<file path="config.mk">
export PLATFORM = sky130hd
export DESIGN_NAME = pbr_ctrl
export DESIGN_NICKNAME = d
export VERILOG_FILES = /design/src/hdl/pbr_pkg.sv /design/src/hdl/pbr_ctrl.sv
export SDC_FILE = /design/constraint.sdc
export NUM_CORES = 1
export LEC_CHECK = 0
export CORE_UTILIZATION = 65
export CTS_BUF_LIST = sky130_fd_sc_hd__clkbuf_8 sky130_fd_sc_hd__clkbuf_16
export DETAILED_ROUTE_END_ITERATION = 12
export DONT_BUFFER_PORTS = 1
export PLACE_DENSITY = 0.77
export SETUP_SLACK_MARGIN = 0.1
export SLEW_MARGIN = 5
export SYNTH_ARGS = -nofsm -noshare
export SYNTH_HDL_FRONTEND = slang
export SYNTH_SLANG_ARGS = --single-unit
</file>
<file path="constraint.sdc">
create_clock -name clk -period 4.67 [get_ports clk]
set_clock_uncertainty 0.1 [all_clocks]
set_input_delay 0.7005 -clock clk [delete_from_list [all_inputs] [get_ports clk]]
set_output_delay 0.7005 -clock clk [all_outputs]
set_load 0.05 [all_outputs]
</file>
<file path="src/hdl/pbr_pkg.sv">
// Shared types and constants for the double-buffered playback frame store.
// No dependencies; imported by pbr_ctrl, ping_pong_audio_buffer_reader, pbr_checker and the bench top.
`timescale 1ns / 1ps
`default_nettype none
package pbr_pkg;

	localparam int STORE_DEPTH = 4096;
	localparam int FRAME_BITS  = 32;
	localparam int ADDR_W      = $clog2(STORE_DEPTH);
	localparam int SIZE_W      = ADDR_W + 1;
	localparam int CFG_W       = 13;
	localparam int CFG_IDX_W   = 2;

	typedef enum logic [2:0] {
		OP_WRITE   = 3'd0,
		OP_READ    = 3'd1,
		OP_RELEASE = 3'd2,
		OP_START   = 3'd3,
		OP_STOP    = 3'd4
	} op_t;

	typedef enum logic [CFG_IDX_W-1:0] {
		REG_BUFFER_FRAMES = 2'd0,
		REG_STREAM_MODE   = 2'd1,
		REG_LOOPING       = 2'd2
	} reg_idx_t;

	typedef struct packed {
		logic valid;
		logic hit;
		logic counted;
		logic half0_done;
		logic half1_done;
		logic playing;
	} pbr_status_t;

endpackage
`default_nettype wire

</file>
<file path="src/hdl/pbr_ctrl.sv">
// Playback control: configuration registers, read cursor, half done flags, play state.
// Depends on pbr_pkg; drives the frame store read port of the top level.
`timescale 1ns / 1ps
`default_nettype none
module pbr_ctrl
	import pbr_pkg::*;
(
	input  wire logic                 clk,
	input  wire logic                 arst_n,
	input  wire logic                 accept,
	input  wire logic [2:0]           operation,
	input  wire logic                 half_select,
	input  wire logic                 cfg_we,
	input  wire logic [CFG_IDX_W-1:0] cfg_index,
	input  wire logic [CFG_W-1:0]     cfg_data,
	output logic                      rd_en,
	output logic [ADDR_W-1:0]         rd_addr,
	output pbr_status_t               status
);

	logic [CFG_W-1:0]  buffer_frames_q;
	logic              stream_mode_q;
	logic              looping_q;
	logic [ADDR_W-1:0] cursor_q;
	logic [1:0]        half_done_q;
	logic              playing_q;
	logic              valid_s1;
	logic              hit_s1;
	logic              counted_s1;

	logic [SIZE_W-1:0] size;
	logic [ADDR_W-1:0] half;
	logic [SIZE_W-1:0] pos;
	logic [SIZE_W-1:0] pos_inc;
	logic              idx;
	logic              at_end;
	logic [ADDR_W-1:0] cursor_d;
	logic [1:0]        half_done_d;
	logic              playing_d;
	logic              hit_d;
	logic              counted_d;

	always_comb begin
		if (buffer_frames_q > CFG_W'(STORE_DEPTH)) begin
			size = SIZE_W'(STORE_DEPTH);
		end else begin
			size = buffer_frames_q[SIZE_W-1:0];
		end
		size[0] = 1'b0;
		if (size < SIZE_W'(2)) begin
			size = SIZE_W'(2);
		end
		half    = size[SIZE_W-1:1];
		pos     = {1'b0, cursor_q};
		pos_inc = pos + SIZE_W'(1);
		idx     = (pos >= {1'b0, half});
		if (stream_mode_q && !idx) begin
			at_end = (pos_inc == {1'b0, half});
		end else begin
			at_end = (pos_inc == size);
		end
	end

	always_comb begin
		cursor_d    = cursor_q;
		half_done_d = half_done_q;
		playing_d   = playing_q;
		hit_d       = 1'b0;
		counted_d   = 1'b0;
		case (op_t'(operation))
			OP_READ: begin
				if (playing_q) begin
					if (pos >= size) begin
						cursor_d = '0;
					end else if (stream_mode_q && half_done_q[idx]) begin
						counted_d = 1'b1;
					end else begin
						hit_d     = 1'b1;
						counted_d = 1'b1;
						cursor_d  = (pos_inc >= size) ? '0 : pos_inc[ADDR_W-1:0];
						if (at_end) begin
							half_done_d[idx] = 1'b1;
							if (!looping_q) begin
								playing_d = 1'b0;
							end
						end
					end
				end
			end
			OP_RELEASE: half_done_d[half_select] = 1'b0;
			OP_START:   playing_d = 1'b1;
			OP_STOP:    playing_d = 1'b0;
			default:    ;
		endcase
	end

	assign rd_en   = accept && hit_d;
	assign rd_addr = cursor_q;

	always_ff @(posedge clk or negedge arst_n) begin
		if (!arst_n) begin
			buffer_frames_q <= CFG_W'(STORE_DEPTH);
			stream_mode_q   <= 1'b1;
			looping_q       <= 1'b0;
			cursor_q        <= '0;
			half_done_q     <= 2'b11;
			playing_q       <= 1'b0;
			valid_s1        <= 1'b0;
			hit_s1          <= 1'b0;
			counted_s1      <= 1'b0;
		end else begin
			if (cfg_we) begin
				case (reg_idx_t'(cfg_index))
					REG_BUFFER_FRAMES: buffer_frames_q <= cfg_data;
					REG_STREAM_MODE:   stream_mode_q   <= cfg_data[0];
					REG_LOOPING:       looping_q       <= cfg_data[0];
					default:           ;
				endcase
			end
			valid_s1 <= accept;
			if (accept) begin
				cursor_q    <= cursor_d;
				half_done_q <= half_done_d;
				playing_q   <= playing_d;
				hit_s1      <= hit_d;
				counted_s1  <= counted_d;
			end
		end
	end

	always_comb begin
		status.valid      = valid_s1;
		status.hit        = hit_s1;
		status.counted    = counted_s1;
		status.half0_done = half_done_q[0];
		status.half1_done = half_done_q[1];
		status.playing    = playing_q;
	end

	assert property (@(posedge clk) disable iff (!arst_n)
		(accept && hit_d && !looping_q && at_end) |=> !playing_q)
		else $error("end of region did not stop playback");
	assert property (@(posedge clk) disable iff (!arst_n)
		(accept && hit_d) |=> half_done_q[$past(idx)] || !$past(at_end) || status.hit)
		else $error("hit lost");
	assert property (@(posedge clk) disable iff (!arst_n)
		(accept && !playing_q) |=> !status.counted && $stable(cursor_q))
		else $error("stopped read advanced or counted");

endmodule
`default_nettype wire

</file>
## Word-level counts from Yosys, hierarchy flattened

Cells that the tools add are included.

| cells by class | value |
|---|---|
| multiply operators | 0 |
| divide/modulo/power cells | 0 |
| reductions and logical operators | 15 |
| mux-type cells | 30 |
| bitwise gates (word level) | 3 |
| shifts and indexed selects | 0 |
| add/subtract/negate cells | 1 |
| order comparisons | 9 |
| equal/unequal tests | 13 |

Operators by type and width:

| cell | number |
|---|---|
| 12-bit 2-to-1 mux | 3 |
| 13-bit 2-to-1 mux | 2 |
| 1-bit 2-to-1 mux | 17 |
| 12-bit by 1-bit adder with 13-bit output (second input constant) | 1 |
| 13-bit by 12-bit equality test with 1-bit output | 1 |
| 13-bit equality test | 1 |
| 12-bit by 13-bit >= comparator with 1-bit output | 1 |
| 13-bit >= comparator | 1 |
| 13-bit greater-than comparator (second input constant) | 1 |
| 13-bit by 2-bit < comparator with 1-bit output (second input constant) | 1 |
| 12-bit >= comparator | 1 |
| 2-bit inequality test (second input constant) | 5 |
| 2-bit 2-to-1 mux | 4 |
| 2-bit AND reduction | 4 |
| 3-bit by 2-bit equality test with 1-bit output (second input constant) | 2 |
| 6-bit AND reduction | 1 |
| 1-bit logical AND | 5 |
| 1-bit by 2-bit < comparator with 1-bit output (second input constant) | 2 |
| 2-bit case mux with 2 select lines | 1 |
| 4-bit AND reduction | 1 |
| 3-bit by 1-bit equality test with 1-bit output (second input constant) | 1 |
| 3-bit equality test (second input constant) | 1 |
| 1-bit case mux with 3 select lines | 1 |
| 3-bit nonzero test | 1 |
| 10 further kinds | 12 |

| storage, ports and cells | value |
|---|---|
| memories | 0 |
| bits in registers | 33 |
| bits in read-only memories | 0 |
| memory bits (writable) | 0 |
| word-level logic and storage cells | 80 |
| input port bits | 23 |
| bits in latches | 0 |
| output and inout bits | 19 |

## Logic depth before layout (Yosys ltp)

Gate-level depths: netlist of the first run.

| depth | value |
|---|---|
| depth in word-level cells | 15 |
| gate-level depth with buffers | 14 |
| gate-level depth less buffers | 11 |

## Worst setup path after synthesis of the first run

OpenSTA, ideal clock, no wires.

| path | value |
|---|---|
| path type | reg2out |
| start point | register buffer_frames_q[12] |
| end point | output rd_en |
| cell stages (with the launch flop) | 13 |
| arrival | 3.041 ns |
| buffers on the path | 3 |
| slack | 0.829 ns |
| required time | 3.869 ns |
| path through | dfstp_2 > clkbuf_1 > inv_1 > clkbuf_1 > nand2_1 > ha_1 > o21ai_0 > or2b_2 > a311oi_2 > or4_2 > nand4_1 > buf_2 > inv_1 |

| between the ends | value |
|---|---|
| longest elaborated chain between the ends | 13 |
| elaborated cells between the ends (all ways) | 14 |
| classes of those cells | order compare (4); mux (8); reduce/logical (2) |

RTL lines:

| item | line | source |
|---|---|---|
| start: declaration | pbr_ctrl.sv:21 | `logic [CFG_W-1:0] buffer_frames_q;` |
| start signal: assignment | pbr_ctrl.sv:102 | `buffer_frames_q <= CFG_W'(STORE_DEPTH);` |
| start signal: assignment | pbr_ctrl.sv:114 | `REG_BUFFER_FRAMES: buffer_frames_q <= cfg_data;` |
| 13-bit greater-than comparator | pbr_ctrl.sv:44 | `if (buffer_frames_q > CFG_W'(STORE_DEPTH)) begin` |
| 13-bit 2-to-1 mux * | pbr_ctrl.sv:44 |  |
| 13-bit by 2-bit < comparator with 1-bit output | pbr_ctrl.sv:50 | `if (size < SIZE_W'(2)) begin` |
| 13-bit 2-to-1 mux * | pbr_ctrl.sv:50 |  |
| 12-bit >= comparator | pbr_ctrl.sv:56 | `idx = (pos >= {1'b0, half});` |
| 1-bit 2-to-1 mux (implied by the code) (2 in series) | pbr_ctrl.sv:75 | `end else if (stream_mode_q && half_done_q[idx]) begin` |
| 1-bit logical AND | pbr_ctrl.sv:75 |  |
| 1-bit 2-to-1 mux | pbr_ctrl.sv:75 |  |
| 1-bit 2-to-1 mux * | pbr_ctrl.sv:73 | `if (pos >= size) begin` |
| 1-bit 2-to-1 mux * | pbr_ctrl.sv:72 | `if (playing_q) begin` |
| 1-bit 2-to-1 mux * | pbr_ctrl.sv:70 | `case (op_t'(operation))` |
| 1-bit logical AND * | pbr_ctrl.sv:97 | `assign rd_en = accept && hit_d;` |
| end: declaration | pbr_ctrl.sv:16 | `output logic rd_en,` |

Every way passes the cells marked *; elsewhere a longest branch is shown, timed or not. The select of a mux whose other input is x is not followed.

## Final worst setup path of the first run

| path | value |
|---|---|
| start point | register buffer_frames_q[8] |
| end point | output rd_en |

The elaborated chain is that of the path after synthesis.

==> impl_metrics.ini, run 1 <==
[logic_synthesis]
synthMuxAreaShare_pct = 5.71
synth_adder_area_share_pct = 14.9
synth_common_cells = ha_1, dfrtp_1, nand2_1, inv_1
synth.area.top_cells = dfrtp_1, ha_1, mux2_2
async_flop_share_pct = 100
synth_top_cell_by_area = dfrtp_1
synth.most_common_cell = ha_1
ys_ff_latch = 33
synth_compound_area_share_pct = 20.8
synth_top_family_by_area = compound AO/OA/AOI/OAI gates
synthesis.instances = 328
ys_warn_count = 0
syn_avg_cell_area_um2 = 9.22
synth-main-ff-cell = dfrtp_1
synth-xor-area-share_pct = 5.88
netlist_area_um2 = 3020
syn_nets = 387
synth-edff-count = 0
ys_types = 60
synth-seq-area-share_pct = 27.5
synth_top_area_share_pct = 24.0
synth-simple-area-share_pct = 19.5

[critical_path]
critPathRequiredTime_ps = 3870
cp_max_fo = 5
critPathKind = reg2out
cp-end-kind = primary output
crit_arrival_ps = 3360
critPathLaunchType = flip-flop

[timing]
rsz0062_at_grt = no
worst_pin_slew_ps = 976
finalHoldViolCount = 0
relSlewSlack_pct = 34.7
clock.fmax_ghz = 0.240
holdWs_ps = 144
fin_ws_ps = 506
setup_viol = 0
drv_slew = 0
post-route-period-util_pct = 89.2
setup_tns_ps = 0
period_needed_ps = 4160

[clock_network]
clock_sinks = 33
htreeDepth = 2
cts_made_buffers = 5
cts_max_path_buffers = 2
cts_tree = built
clkSlewWorstSetupHoldPaths_ps = 70
clk_latency_ps = 290
cts-root-buf = clkbuf_8
ctsResizeCount = 0

[pwr]
p_total_uw = 1200
power_leakage_uw = 0.00143
powerDensity_nw_per_um2 = 371
peakVddDrop_v = 0.000280

[floorplan]
die_h_um = 70.2
dieWidth_um = 70.2
die_area_um2 = 4930
row_count = 24
ios = 42
core_um2 = 4410
initial_utilization_pct = 68.5

[drt]
top_layer = met4
wl_met1_um = 3520
wire_per_inst_um = 20.8
met2_length_um = 3600
vias = 2684
dr.pass1.iters = 6
vias_per_cell = 7.01
wl_um = 7950
drtAntennaViolNets = 0
wl_met3_um = 536
drc_errors = 0
drt_iter0_drc = 249

[placed_design]
io_buffer_count = 0
hpwl_um = 6080
gp_congestion = 0.945
dp_slack_ps = 805

[finish]
nFillCells = 337
area_delta_synth_final_pct = 6.79
drive_gt1_share_pct = 16.9
layout.nets = 389
antenna_cells = 0

[global_routing]
antenna_found_initial = 0
grt_pass1_vias = 2450
grt_pass1_wl_um = 12800
grt_max_degree = 22
grt_remaining_overflow = 0
grtUsageTotal_pct = 34.0

[job]
maxCapViolCount = 0

[outcome]
status = finished, final reports clean

[hold_path]
holdCritPathClass = in2async
==> through the flow <==
step	util (%)	cell area, um2	instances
3_3_place_gp	70.0	3090	373
4_1_cts	72.9	3220	382
6_report	73.1	3230	383
5_1_grt	73.1	3230	383
2_1_floorplan	-	3020	328
3_5_place_dp	70.0	3090	373
==> per-layer routing <==
metal  vias up  global-route usage, %
met5         -                      0
met4         0                   13.1
met3        30                   5.63
met2       137                   53.4
met1      1262                   46.9
li1       1255                      -
==> critical path, cell delays in order, from the launching register on <==
cell and delay [ps]:
dfrtp_1 450, nor4_1 380, a31oi_1 130, nor2_1 230
ha_1 300, nand2b_1 150, a2111o_1 410, a311oi_2 360
or4_2 190, nand4_1 110, inv_1 370
==> cell usage in the layout, fill, tap and decap left out, drive strengths merged, types with 3 or more instances in the layout <==
cell type	n
and3	4
clkbuf	6
inv	21
a211oi	9
o2111ai	4
nand3	10
nor3	6
dfrtp	29
buf	13
a311oi	3
a21o	4
nand2	28
nand4	7
a31oi	5
a21oi	10
nand3b	4
dfstp	4
xnor3	4
nor3b	3
nor4	11
nand2b	5
xnor2	8
a221o	6
mux2	15
o211ai	6
a211o	3
nor2	13
and2	4
nor2b	6
o21ai	10
ha	36
==> flip-flops by register name, summed over array words and instances, names as in the netlist <==
name / cells
looping_q: 1
valid_s1: 1
rd_addr: 12
counted_s1: 1
half_done_q: 2
stream_mode_q: 1
hit_s1: 1
playing_q: 1
buffer_frames_q: 13
==> cell families after synthesis <==
family                   after synthesis
AND/OR/NAND/NOR                      109
adder cells (fa/ha/maj)               36
multiplexers                          15
buffers and inverters                 40
flip-flops                            33
XOR/XNOR                              14
AO/OA/AOI/OAI                         81
==> path summary, 6_finish.rpt <==
path	from	endpoint	slack, ps	cells after the start
min in group clk	accept	valid_s1$_DFF_PN0_	330	0
worst max-delay path	buffer_frames_q[8]$_DFFE_PN0P_	rd_en	510	10
worst max register to register	rd_addr[4]$_DFFE_PN0P_	rd_addr[9]$_DFFE_PN0P_	750	11
worst min register to register	buffer_frames_q[6]$_DFFE_PN0P_	buffer_frames_q[6]$_DFFE_PN0P_	440	1
max in group asynchronous	arst_n	rd_addr[1]$_DFFE_PN0P_	2960	1
worst min-delay path	arst_n	buffer_frames_q[12]$_DFFE_PN1P_	140	0
==> what timing repair did <==
item | 4_1_cts | 5_1_grt
hold buffers | 1 | 1
endpoints found under the setup margin | 0 | 0
setup buffers | 0 | 0
hold endpoints to repair | 21 | 8
==> power by group <==
group / total [uW] / switching, uW / internal (uW) / leakage [uW]
clock: 280 / 108 / 172 / 0.0000626
sequential: 392 / 65.2 / 326 / 0.000402
combinational: 527 / 316 / 211 / 0.000969
==> cell type report <==
cell class | count | area [um2] | area share [%]
Clock buffer | 6 | 82.6 | 2.56
Clock inverter | 2 | 33.8 | 1.05
Inverter | 20 | 75.1 | 2.33
Multi-Input combinational cell | 255 | 2020 | 62.7
Sequential cell | 33 | 831 | 25.7
Tap cell | 52 | 65.1 | 2.02
Timing Repair Buffer | 15 | 118 | 3.64
No activity file was read; power rests on OpenSTA's default activity.
==> run 2, diff against run 1 <==
- CORE_ASPECT_RATIO: not set -> 1.25
==> run 2 against run 1 <==
Effect of this change:
- die area about the same
- critical path depth unchanged
- critical endpoint unchanged
- largest power group unchanged
- final area decreased by 0.47%
==> impl_metrics.ini, run 2 (synthesis gave the netlist of run 1 again) <==
[clock_network]
ctsResizeCount = 0
cts_max_path_buffers = 2
clkSlewWorstSetupHoldPaths_ps = 80
cts_setup_buffers = 0
clock_sinks = 33
ctsHoldBuffers = 1
htreeDepth = 2
clk_latency_ps = 290
cts-root-buf = clkbuf_8
cts_made_buffers = 5
cts_tree = built

[finish]
top_register = buffer_frames_q
antenna_cells = 0
area_delta_synth_final_pct = 6.29
final_common_cell = ha_1
nFillCells = 354
largest_register_ffs = 13
layout.nets = 389
mostFrequentLayoutCells = ha_1, dfrtp_1, nand2_1, inv_1, mux2_2
utilization_pct = 72.6
drive_gt1_share_pct = 16.9
postLayoutCellArea_um2 = 3210

[floorplan]
initial_utilization_pct = 68.3
core_um2 = 4430
die_h_um = 78.2
dieWidth_um = 63.0
row_count = 27
ios = 42
die_area_um2 = 4930

[timing]
fin_ws_ps = 406
drv_slew = 0
rsz0062_at_grt = no
finalHoldViolCount = 0
setup_tns_ps = 0
setup_viol = 0
relSlewSlack_pct = 36.8
period_needed_ps = 4260
clock.fmax_ghz = 0.235
post-route-period-util_pct = 91.3
worst_pin_slew_ps = 944

[global_routing]
grtUsageTotal_pct = 33.5
antenna_found_initial = 0
grt_pass1_wl_um = 12800
grt_pass1_vias = 2594
grt_max_degree = 34
grt_remaining_overflow = 0

[placed_design]
postPlaceCellArea_um2 = 3100
io_buffer_count = 0
dp_slack_ps = 729
hpwl_um = 5930
gp_congestion = 0.968

[critical_path]
r2r_cells = 12
cp_max_fo = 5
timing.rr.start = buffer_frames_q[8]$_DFFE_PN0P_
cp_top_family = simple AND/OR/NAND/NOR gates
critPathLaunchType = flip-flop
cp_cell_sequence = nor4_1, a31oi_1, nor2_1, ha_1, nand2b_1, a2111o_1, a311oi_2, or4_2, nand4_1, inv_1
cp-end-kind = primary output
worstReg2RegEnd = rd_addr[0]$_DFFE_PN0P_
crit_arrival_ps = 3460
reg2reg_slack_ps = 730
cp_num_buf_inv = 1
cpPeakStageDelay_ps = 440
critPathRequiredTime_ps = 3870
cp_slowest_cell = nor4_1
critPathKind = reg2out

[drt]
vias_per_cell = 6.91
dr.pass1.iters = 5
drtAntennaViolNets = 0
drt_iter0_drc = 210
drc_errors = 0
vias = 2687
wire_per_inst_um = 20.3
wl_um = 7880

[pwr]
power_leakage_uw = 0.00142
peakVddDrop_v = 0.000280
powerDensity_nw_per_um2 = 346

[hold_path]
holdCritPathClass = in2async

[job]
maxCapViolCount = 0

[outcome]
status = finished, final reports clean
[run 2: changes by cell type in the layout (fill, tap and decap cells not counted)]
cell,previous run,this run
buf_12,0,1
bufinv_16,1,0
clkbuf_8,6,5
clkinvlp_4,0,1
dlygate4sd3_1,2,1
inv_1,21,22
[run 2: layout make-up]
cell class / count / area, um2 / share of cell area (%)
Clock buffer: 5 / 68.8 / 2.14
Inverter: 20 / 75.1 / 2.34
Timing Repair Buffer: 15 / 128 / 3.97
Tap cell: 58 / 72.6 / 2.26
Clock inverter: 3 / 15.0 / 0.467
Sequential cell: 33 / 831 / 25.9
Multi-Input combinational cell: 255 / 2020 / 63.0
[run 2: worst max-delay path by stage]
stage / to / cells after the start / from / slack [ps]
finish: rd_en / 10 / buffer_frames_q[8]$_DFFE_PN0P_ / 410
global route: rd_en / 10 / buffer_frames_q[8]$_DFFE_PN0P_ / 190
CTS: rd_en / 10 / buffer_frames_q[8]$_DFFE_PN0P_ / 420
detailed placement: rd_en / 10 / buffer_frames_q[8]$_DFFE_PN0P_ / 730
global placement: rd_en / 10 / buffer_frames_q[8]$_DFFE_PN0P_ / 840
floorplan: rd_en / 12 / buffer_frames_q[12]$_DFFE_PN1P_ / 830
[run 2: metal layers]
metal / GRT usage, % / up-vias / wire (um)
met3: 6.10 / 21 / 620
met2: 57.2 / 131 / 3860
met4: 12.8 / 0 / 199
met5: 0 / - / 0
li1: - / 1266 / -
met1: 41.5 / 1269 / 3200
[run 2: worst reg2reg max path, stage by stage, from the launching register on]
cell	delay, ps
dfrtp_1	430
nor4_1	440
a31oi_1	140
nor2_1	250
ha_1	310
nand2b_1	150
a2111o_1	420
a311oi_2	360
or4_2	200
nand4_1	120
buf_4	240
nor2_1	480
mux2_2	260
[run 2: per-stage QoR]
stage	hold slack, ps	total power (uW)	cells
6_report	122	1110	389
5_1_grt	130	1180	389
4_1_cts	0.119	1090	388
3_5_place_dp	306	887	379
3_3_place_gp	305	876	379
2_1_floorplan	305	757	328
[run 2: power breakdown]
group	total, uW	switching (uW)	leakage (uW)	internal (uW)
sequential	387	60.9	0.000402	326
clock	212	110	0.0000467	101
combinational	515	308	0.000973	206
total	1110	480	0.00142	634
